[src/mtc_pkg.sv]
// Package for the MIDI time code system message decoder.
// Holds the decoder state type, status codes and range limits; no dependencies.
`default_nettype none

package mtc_pkg;

    typedef struct packed {
        logic [7:0]  frames;
        logic [7:0]  seconds;
        logic [7:0]  minutes;
        logic [4:0]  hours;
        logic [1:0]  rate;
        logic [2:0]  piece;
        logic        valid;
        logic        playing;
        logic [15:0] errors;
        logic [15:0] quarters;
    } t_mtc_state;

    localparam logic [7:0] ST_QUARTER_FRAME = 8'hF1;
    localparam logic [7:0] ST_CLOCK         = 8'hF8;
    localparam logic [7:0] ST_START         = 8'hFA;
    localparam logic [7:0] ST_CONTINUE      = 8'hFB;
    localparam logic [7:0] ST_STOP          = 8'hFC;
    localparam logic [7:0] ST_SYSTEM_RESET  = 8'hFF;

    localparam logic [2:0] PIECE_FRAMES_LO  = 3'd0;
    localparam logic [2:0] PIECE_FRAMES_HI  = 3'd1;
    localparam logic [2:0] PIECE_SECONDS_LO = 3'd2;
    localparam logic [2:0] PIECE_SECONDS_HI = 3'd3;
    localparam logic [2:0] PIECE_MINUTES_LO = 3'd4;
    localparam logic [2:0] PIECE_MINUTES_HI = 3'd5;
    localparam logic [2:0] PIECE_HOURS_LO   = 3'd6;
    localparam logic [2:0] PIECE_HOURS_RATE = 3'd7;

    localparam logic [7:0]  FRAME_LIMIT  = 8'd30;
    localparam logic [7:0]  SECOND_LIMIT = 8'd60;
    localparam logic [7:0]  MINUTE_LIMIT = 8'd60;
    localparam logic [4:0]  HOUR_LIMIT   = 5'd24;
    localparam logic [15:0] ERROR_MAX    = 16'hFFFF;

endpackage

`default_nettype wire

[src/mtc_update.sv]
// Next-state logic of the MIDI time code decoder for one system message.
// Depends on mtc_pkg for the state type, status codes and range limits.
`default_nettype none

module mtc_update
    import mtc_pkg::*;
(
    input  t_mtc_state i_state,
    input  logic [7:0] i_status_byte,
    input  logic [6:0] i_data_byte,
    output t_mtc_state o_state
);

    logic [2:0] piece;
    logic [3:0] nib;
    t_mtc_state qf;
    logic       in_range;

    assign piece = i_data_byte[6:4];
    assign nib   = i_data_byte[3:0];

    always_comb begin
        qf = i_state;
        unique case (piece)
            PIECE_FRAMES_LO:  qf.frames[3:0]  = nib;
            PIECE_FRAMES_HI:  qf.frames[7:4]  = nib;
            PIECE_SECONDS_LO: qf.seconds[3:0] = nib;
            PIECE_SECONDS_HI: qf.seconds[7:4] = nib;
            PIECE_MINUTES_LO: qf.minutes[3:0] = nib;
            PIECE_MINUTES_HI: qf.minutes[7:4] = nib;
            PIECE_HOURS_LO:   qf.hours[3:0]   = nib;
            default: begin
                qf.hours[4] = nib[0];
                qf.rate     = nib[2:1];
            end
        endcase
        qf.piece    = piece;
        qf.quarters = i_state.quarters + 16'd1;
        in_range = (qf.frames < FRAME_LIMIT) && (qf.seconds < SECOND_LIMIT)
                && (qf.minutes < MINUTE_LIMIT) && (qf.hours < HOUR_LIMIT);
        if (piece == PIECE_HOURS_RATE) begin
            qf.valid = in_range;
            if (!in_range && (i_state.errors != ERROR_MAX)) begin
                qf.errors = i_state.errors + 16'd1;
            end
        end
    end

    always_comb begin
        o_state = i_state;
        unique case (i_status_byte) inside
            ST_QUARTER_FRAME: o_state = qf;
            ST_CLOCK, ST_START, ST_CONTINUE: o_state.playing = 1'b1;
            ST_STOP: o_state.playing = 1'b0;
            ST_SYSTEM_RESET: begin
                o_state.frames  = '0;
                o_state.seconds = '0;
                o_state.minutes = '0;
                o_state.hours   = '0;
                o_state.rate    = '0;
                o_state.piece   = '0;
                o_state.valid   = 1'b0;
                o_state.playing = 1'b0;
            end
            default: o_state = i_state;
        endcase
    end

endmodule

`default_nettype wire

[src/midi_timecode_system_decoder_top.sv]
// Top level of the MIDI time code system message decoder.
// Depends on mtc_pkg and mtc_update; holds the input register and the state/result register.
//
//   channel  direction  handshake            payload
//   input    in         i_valid / o_ready    i_status_byte, i_data_byte
//   result   out        o_valid / i_ready    o_playing .. o_quarter_frame_total
//
// One transaction per cycle sustained while i_ready is high; each passes the input register, then the result register.
// The result fields are the decoder state itself, updated when a transaction leaves
// the input register, so a stalled result holds the state steady.
// Synchronous active-low reset clears the decoder state and both valid flags (not the input byte registers).
// o_ready stays high while the input register is empty or its transaction is moving on.
`default_nettype none

module midi_timecode_system_decoder_top
    import mtc_pkg::*;
(
    input  logic        i_clk,
    input  logic        i_rst_n,
    input  logic        i_valid,
    output logic        o_ready,
    input  logic [7:0]  i_status_byte,
    input  logic [6:0]  i_data_byte,
    output logic        o_valid,
    input  logic        i_ready,
    output logic        o_playing,
    output logic        o_timecode_valid,
    output logic [7:0]  o_frame_count,
    output logic [7:0]  o_second_count,
    output logic [7:0]  o_minute_count,
    output logic [4:0]  o_hour_count,
    output logic [1:0]  o_rate_code,
    output logic [2:0]  o_last_piece,
    output logic [15:0] o_error_total,
    output logic [15:0] o_quarter_frame_total
);

    logic       r_in_valid;
    logic [7:0] r_status;
    logic [6:0] r_data;
    logic       r_out_valid;
    t_mtc_state r_state;
    t_mtc_state n_state;
    logic       advance;

    assign advance = r_in_valid && (!r_out_valid || i_ready);
    assign o_ready = !r_in_valid || advance;

    mtc_update u_update (
        .i_state       (r_state),
        .i_status_byte (r_status),
        .i_data_byte   (r_data),
        .o_state       (n_state)
    );

    always_ff @(posedge i_clk) begin
        if (!i_rst_n) begin
            r_in_valid  <= 1'b0;
            r_out_valid <= 1'b0;
            r_state     <= '0;
        end else begin
            if (o_ready) begin
                r_in_valid <= i_valid;
            end
            if (advance) begin
                r_state     <= n_state;
                r_out_valid <= 1'b1;
            end else if (i_ready) begin
                r_out_valid <= 1'b0;
            end
        end
    end

    always_ff @(posedge i_clk) begin
        if (o_ready && i_valid) begin
            r_status <= i_status_byte;
            r_data   <= i_data_byte;
        end
    end

    assign o_valid               = r_out_valid;
    assign o_playing             = r_state.playing;
    assign o_timecode_valid      = r_state.valid;
    assign o_frame_count         = r_state.frames;
    assign o_second_count        = r_state.seconds;
    assign o_minute_count        = r_state.minutes;
    assign o_hour_count          = r_state.hours;
    assign o_rate_code           = r_state.rate;
    assign o_last_piece          = r_state.piece;
    assign o_error_total         = r_state.errors;
    assign o_quarter_frame_total = r_state.quarters;

endmodule

`default_nettype wire
[config.mk]
export PLATFORM = sky130hd
export DESIGN_NAME = midi_timecode_system_decoder_top
export DESIGN_NICKNAME = d
export VERILOG_FILES = /design/src/mtc_pkg.sv /design/src/mtc_update.sv /design/src/midi_timecode_system_decoder_top.sv
export SDC_FILE = /design/constraint.sdc
export NUM_CORES = 1
export LEC_CHECK = 0
export BUFFER_PORTS_ARGS = -buffer_cell sky130_fd_sc_hd__buf_2
export CAP_MARGIN = 20
export CORE_ASPECT_RATIO = 1.4
export CORE_MARGIN = 4
export CORE_UTILIZATION = 41
export CTS_CLUSTER_DIAMETER = 80
export DETAILED_ROUTE_END_ITERATION = 10
export GPL_ROUTABILITY_DRIVEN = 0
export PLACE_DENSITY = 0.66
export SYNTH_ARGS = -nofsm -noshare
export SYNTH_HDL_FRONTEND = slang
export SYNTH_SLANG_ARGS = --single-unit
[constraint.sdc]
create_clock -name i_clk -period 2.5 [get_ports i_clk]
set_input_delay 0 -clock i_clk [delete_from_list [all_inputs] [get_ports i_clk]]
set_output_delay 0 -clock i_clk [all_outputs]
set_load 0.02 [all_outputs]
# == Word level (Yosys, flattened, before mapping) ==
# Cells that the tools add are included.
# word_totals
out_inout_bits,70
reg_bits,85
elab_cells,74
inputBits,19
# op_classes
n_addsub,2
muxes,14
n_eq_ne,16
magnitude_cmp,4
n_reduce_logical,24
# op_table
op,n
35-bit one-hot mux with 2 select lines,1
"8-bit == test, second input constant",6
"16-bit by 1-bit adder with 16-bit output, second input constant",2
4-bit two-way mux,7
"8-bit by 6-bit < comparator with 1-bit output, second input constant",2
"16-bit inequality test, second input constant",1
"3-bit == test, second input constant",4
"8-bit by 5-bit < comparator with 1-bit output, second input constant",1
7-bit OR reduction,1
"3-bit by 2-bit == test with 1-bit output, second input constant",2
1-bit logical AND,6
2-bit AND reduction,3
3-bit AND reduction,2
2-bit nonzero test,3
"5-bit < comparator, second input constant",1
1-bit two-way mux,4
4-bit AND reduction,1
"3-bit by 1-bit == test with 1-bit output, second input constant",1
1-bit logical NOT,3
3-bit logical NOT,1
3-bit OR reduction,1
1-bit logical OR,2
2-bit two-way mux,1
"2-bit by 1-bit inequality test with 1-bit output, second input constant",1
3 further kinds,3

# == Longest topological paths before layout ==
# logic_depth
ltp_word,9
depth_mapped,9
mapped_depth_nobuf,7

# == Hierarchy ==
# From an unflattened synthesis, not the netlist that was laid out.
# hier_totals
hier_cells,564
hier_area_um2,4844.6
# modules_own_cells
mod,n_inst,seq_area_each_um2,cells_each,area_per_inst_um2
midi_timecode_system_decoder_top,1,1851.8,319,3236.9
mtc_update,1,0.0,245,1607.8

# == Worst setup path after synthesis ==
# OpenSTA, ideal clock, no wires.
# synth_timing
kind,register -> register
from,register r_status[1]
to,"register r_state, in the netlist o_error_total[8]"
setup_time_ps,132
t_arrival_ps,2395
period_less_slack_ps,2528
path_buffers,2
path_stages_with_launch,9
setup_slack_ps,-28
cell_sequence,edfxtp_1 -> or4b_1 -> or4_1 -> a311o_1 -> a31o_1 -> buf_2 -> buf_2 -> o21ai_0 -> a21oi_1
# synth_via
elab_chain_cells,2
# synth_rtl
element,line_no,rtl
start: declaration,midi_timecode_system_decoder_top.sv:39,logic [7:0] r_status;
start signal: assignment,midi_timecode_system_decoder_top.sv:76,r_status <= i_status_byte;
8-bit == test (no source line),n/a,
4-bit AND reduction (no source line),n/a,
end signal: assignment,midi_timecode_system_decoder_top.sv:66,r_state <= n_state;
end: declaration,midi_timecode_system_decoder_top.sv:42,t_mtc_state r_state;
# No other way between the ends.
# A chain may end at the register's enable or synchronous reset.

# == Final worst setup path ==
# layout_timing
from,register r_status[1]
to,"register r_state, in the netlist o_error_total[6]"
# The elaborated chain is that of the path after synthesis.

==> results.yml <==
clock_tree:
  insertion_delay_ns: 0.34
  cts_tree: "built"
  cts.sinks: 85
  clock-root-buffer: "clkbuf_16"
  cts_inserted_buffers: 9
  clockBufferDepth: 2
  cts_max_level: 3
  clkTransAtPathRegs_ns: 0.07
timing:
  worstMarginPinSlew_ns: 0.747
  rsz0062_at_grt: "true"
  slew_viol_final: 0
  finalClockSkew_ns: 0.0114
  relSlewSlack: 0.502
  tns_ns: -1.19
  setup_ws_ns: -0.124
  setup_viol: 16
  hold_viol: 0
  fin_crit_sh: 1.05
  fmax_mhz: 381
  timing.hold.ws_ns: 0.123
  fin_crit_ns: 2.62
routing:
  drtPass1Iterations: 4
  drc: 0
  wl_per_cell_um: 15.3
  drtAntennaViolNets: 0
  viasPerCell: 5.45
  vias: 3453
  drtIter0Drc: 155
  drt-total-wl_mm: 9.66
layout:
  drive_above_1_share: 0.288
  finalNetCount: 544
  syn2layout_area_growth_pct: 37.1
  diodes: 0
  final_cell_area_um2: 4960
  final_core_util: 0.576
  final_cells: 633
yosys:
  synth.most_common_cell: "dfxtp_1"
  ys_types: 43
  ys_warn_count: 0
  ys_top_cells_by_count: "dfxtp_1, nor2_1, a21oi_1, nand2_1, a22oi_1"
  synth_nets: 417
  synth-async-reset-ratio: 0
  synthFlopType: "dfxtp_1"
  synth_seq_cells: 85
  syn-cell-area_um2: 3620
  synth_cells: 396
  synth_top_area_share: 0.388
  yosysSeqAreaShare: 0.512
  syn-mean-instance-area_um2: 9.13
  yosys-top-cells-area: "dfxtp_1, edfxtp_1, nor2_1"
  synth_edf_count: 15
  yosysTopAreaCell: "dfxtp_1"
critical_path:
  crit_path_end_kind: "flip-flop"
  crit_slowest_cell: "or4b_4"
  cp-start-kind: "flip-flop"
  cp_top_family: "simple AND/OR/NAND/NOR gates"
  path_max_fanout: 11
  ff2ff_setup_slack_ns: -0.12
  cp.arrival_ns: 2.89
  crit_type: "reg -> reg"
  worst_ep_required_time_ns: 2.76
  max_stage_delay_ns: 0.53
  crit_chain: "or4b_4 -> or4_4 -> a311o_1 -> a31o_4 -> buf_12 -> or3_4 -> a21oi_2"
  critPathBufInv: 1
run_status:
  outcome: "complete, but fails checks"
  violations: "negative setup slack"
die:
  ios: 89
  dieWidth_um: 87.4
  core_area_um2: 8610
  dieHeight_um: 119
  design.die.area_um2: 10400
  num_rows: 40
  initial_core_util: 0.420
placed_design:
  place_ws_ns: -0.217
  place_area_um2: 4300
  dp_hpwl_mm: 6.43
  io_buffer_count: 88
  place_inst: 593
grt:
  grt_pass1_vias: 3203
  grt_first_pass_wirelength_mm: 15.4
  grt_max_degree: 71
  overflow: 0
  grtUsageTotal: 0.185
  grt_antenna_before_repair: 0
hold_path:
  hold_class: "in -> reg"
pwr:
  power_mw: 3.05
  leakagePower_nw: 2.08
  powerDensity_nw_per_um2: 615
  ir_worst_vdd_v: 0.000467
flow_run:
  max_cap_viol_count: 0
==> sequential cells by signal (all words and copies together), names as in the netlist <==
name                   flops
o_valid                    1
o_timecode_valid           1
r_data                     7
o_quarter_frame_total     16
o_hour_count               5
o_error_total             16
r_in_valid                 1
o_frame_count              8
o_minute_count             8
r_status                   8
o_last_piece               3
o_rate_code                2
o_playing                  1
o_second_count             8
==> routing by layer <==
metal	vias to the layer above	GRT usage	wire length, um
li1	1687	-	-
met1	1643	0.235	4040
met2	106	0.300	4880
met3	17	0.0429	530
met4	0	0.0710	214
met5	-	0	0
==> worst register-to-register path, cell delays in order, from the launching register on <==
cell	delay, ns
edfxtp_1	0.41
or4b_4	0.53
or4_4	0.44
a311o_1	0.29
a31o_4	0.24
buf_12	0.14
or3_4	0.36
a21oi_2	0.13
==> final timing paths <==
kind	from	end	depth (start not counted)
worst max register to register	r_status[1]	o_error_total[6]	7
worst max-delay path	r_status[1]	o_error_total[6]	7
worst min-delay path	i_ready	o_valid	5
worst min register to register	o_second_count[0]	o_second_count[0]	2
==> area by class of cell <==
cell class / instances / area (um^2)
clock buffers: 13 / 272
fillers: 789 / 3650
flip-flops and latches: 85 / 1850
clock inverters: 3 / 67.6
well taps: 105 / 131
multi-input cells: 287 / 1730
repair buffers: 135 / 888
inverters: 5 / 18.8
==> where the power goes <==
part           internal (mW)  leakage, nW  switching (mW)
registers               1.41        0.711          0.0164
logic                 0.0581         1.21          0.0659
clock network          0.964        0.161           0.533
==> repair_timing <==
| item | in CTS | in global routing |
|---|---|---|
| setup endpoints to repair | 16 | 27 |
| endpoints found under the hold margin | 16 | 0 |
| hold buffers | 16 | 0 |
| cloned | 1 | 1 |
| resized for setup | 11 | 14 |
| buffers inserted | 2 | 4 |
| pin swaps | 5 | 5 |
==> kinds of logic (layout without fill, tap and decap cells) <==
group	Yosys count	in the layout	share of synthesized area
DFF	85	85	0.512
and+or+nand+nor	176	176	0.246
buffers and inverters	24	156	0.0280
xor gates and xnor gates	12	12	0.0291
AOI/OAI and AO/OA	85	85	0.144
adders and majority gates	2	2	0.00692
muxes	12	12	0.0343
==> layout by cell type (no fill, tap or decap), drive strengths merged, types with 3 or more instances in the layout <==
master	instances
and2	9
nor3	3
o21ai	22
buf	118
or4	4
nand3b	3
and3	12
and4	4
or3	18
edfxtp	15
nand3	17
a32oi	4
nor3b	3
dfxtp	70
xor2	10
inv	5
clkbuf	14
mux2i	9
nand2	26
nand4	8
a21oi	30
mux2	3
a22oi	22
nor2	61
dlygate4sd3	16
(Power assumes the default switching activity.)
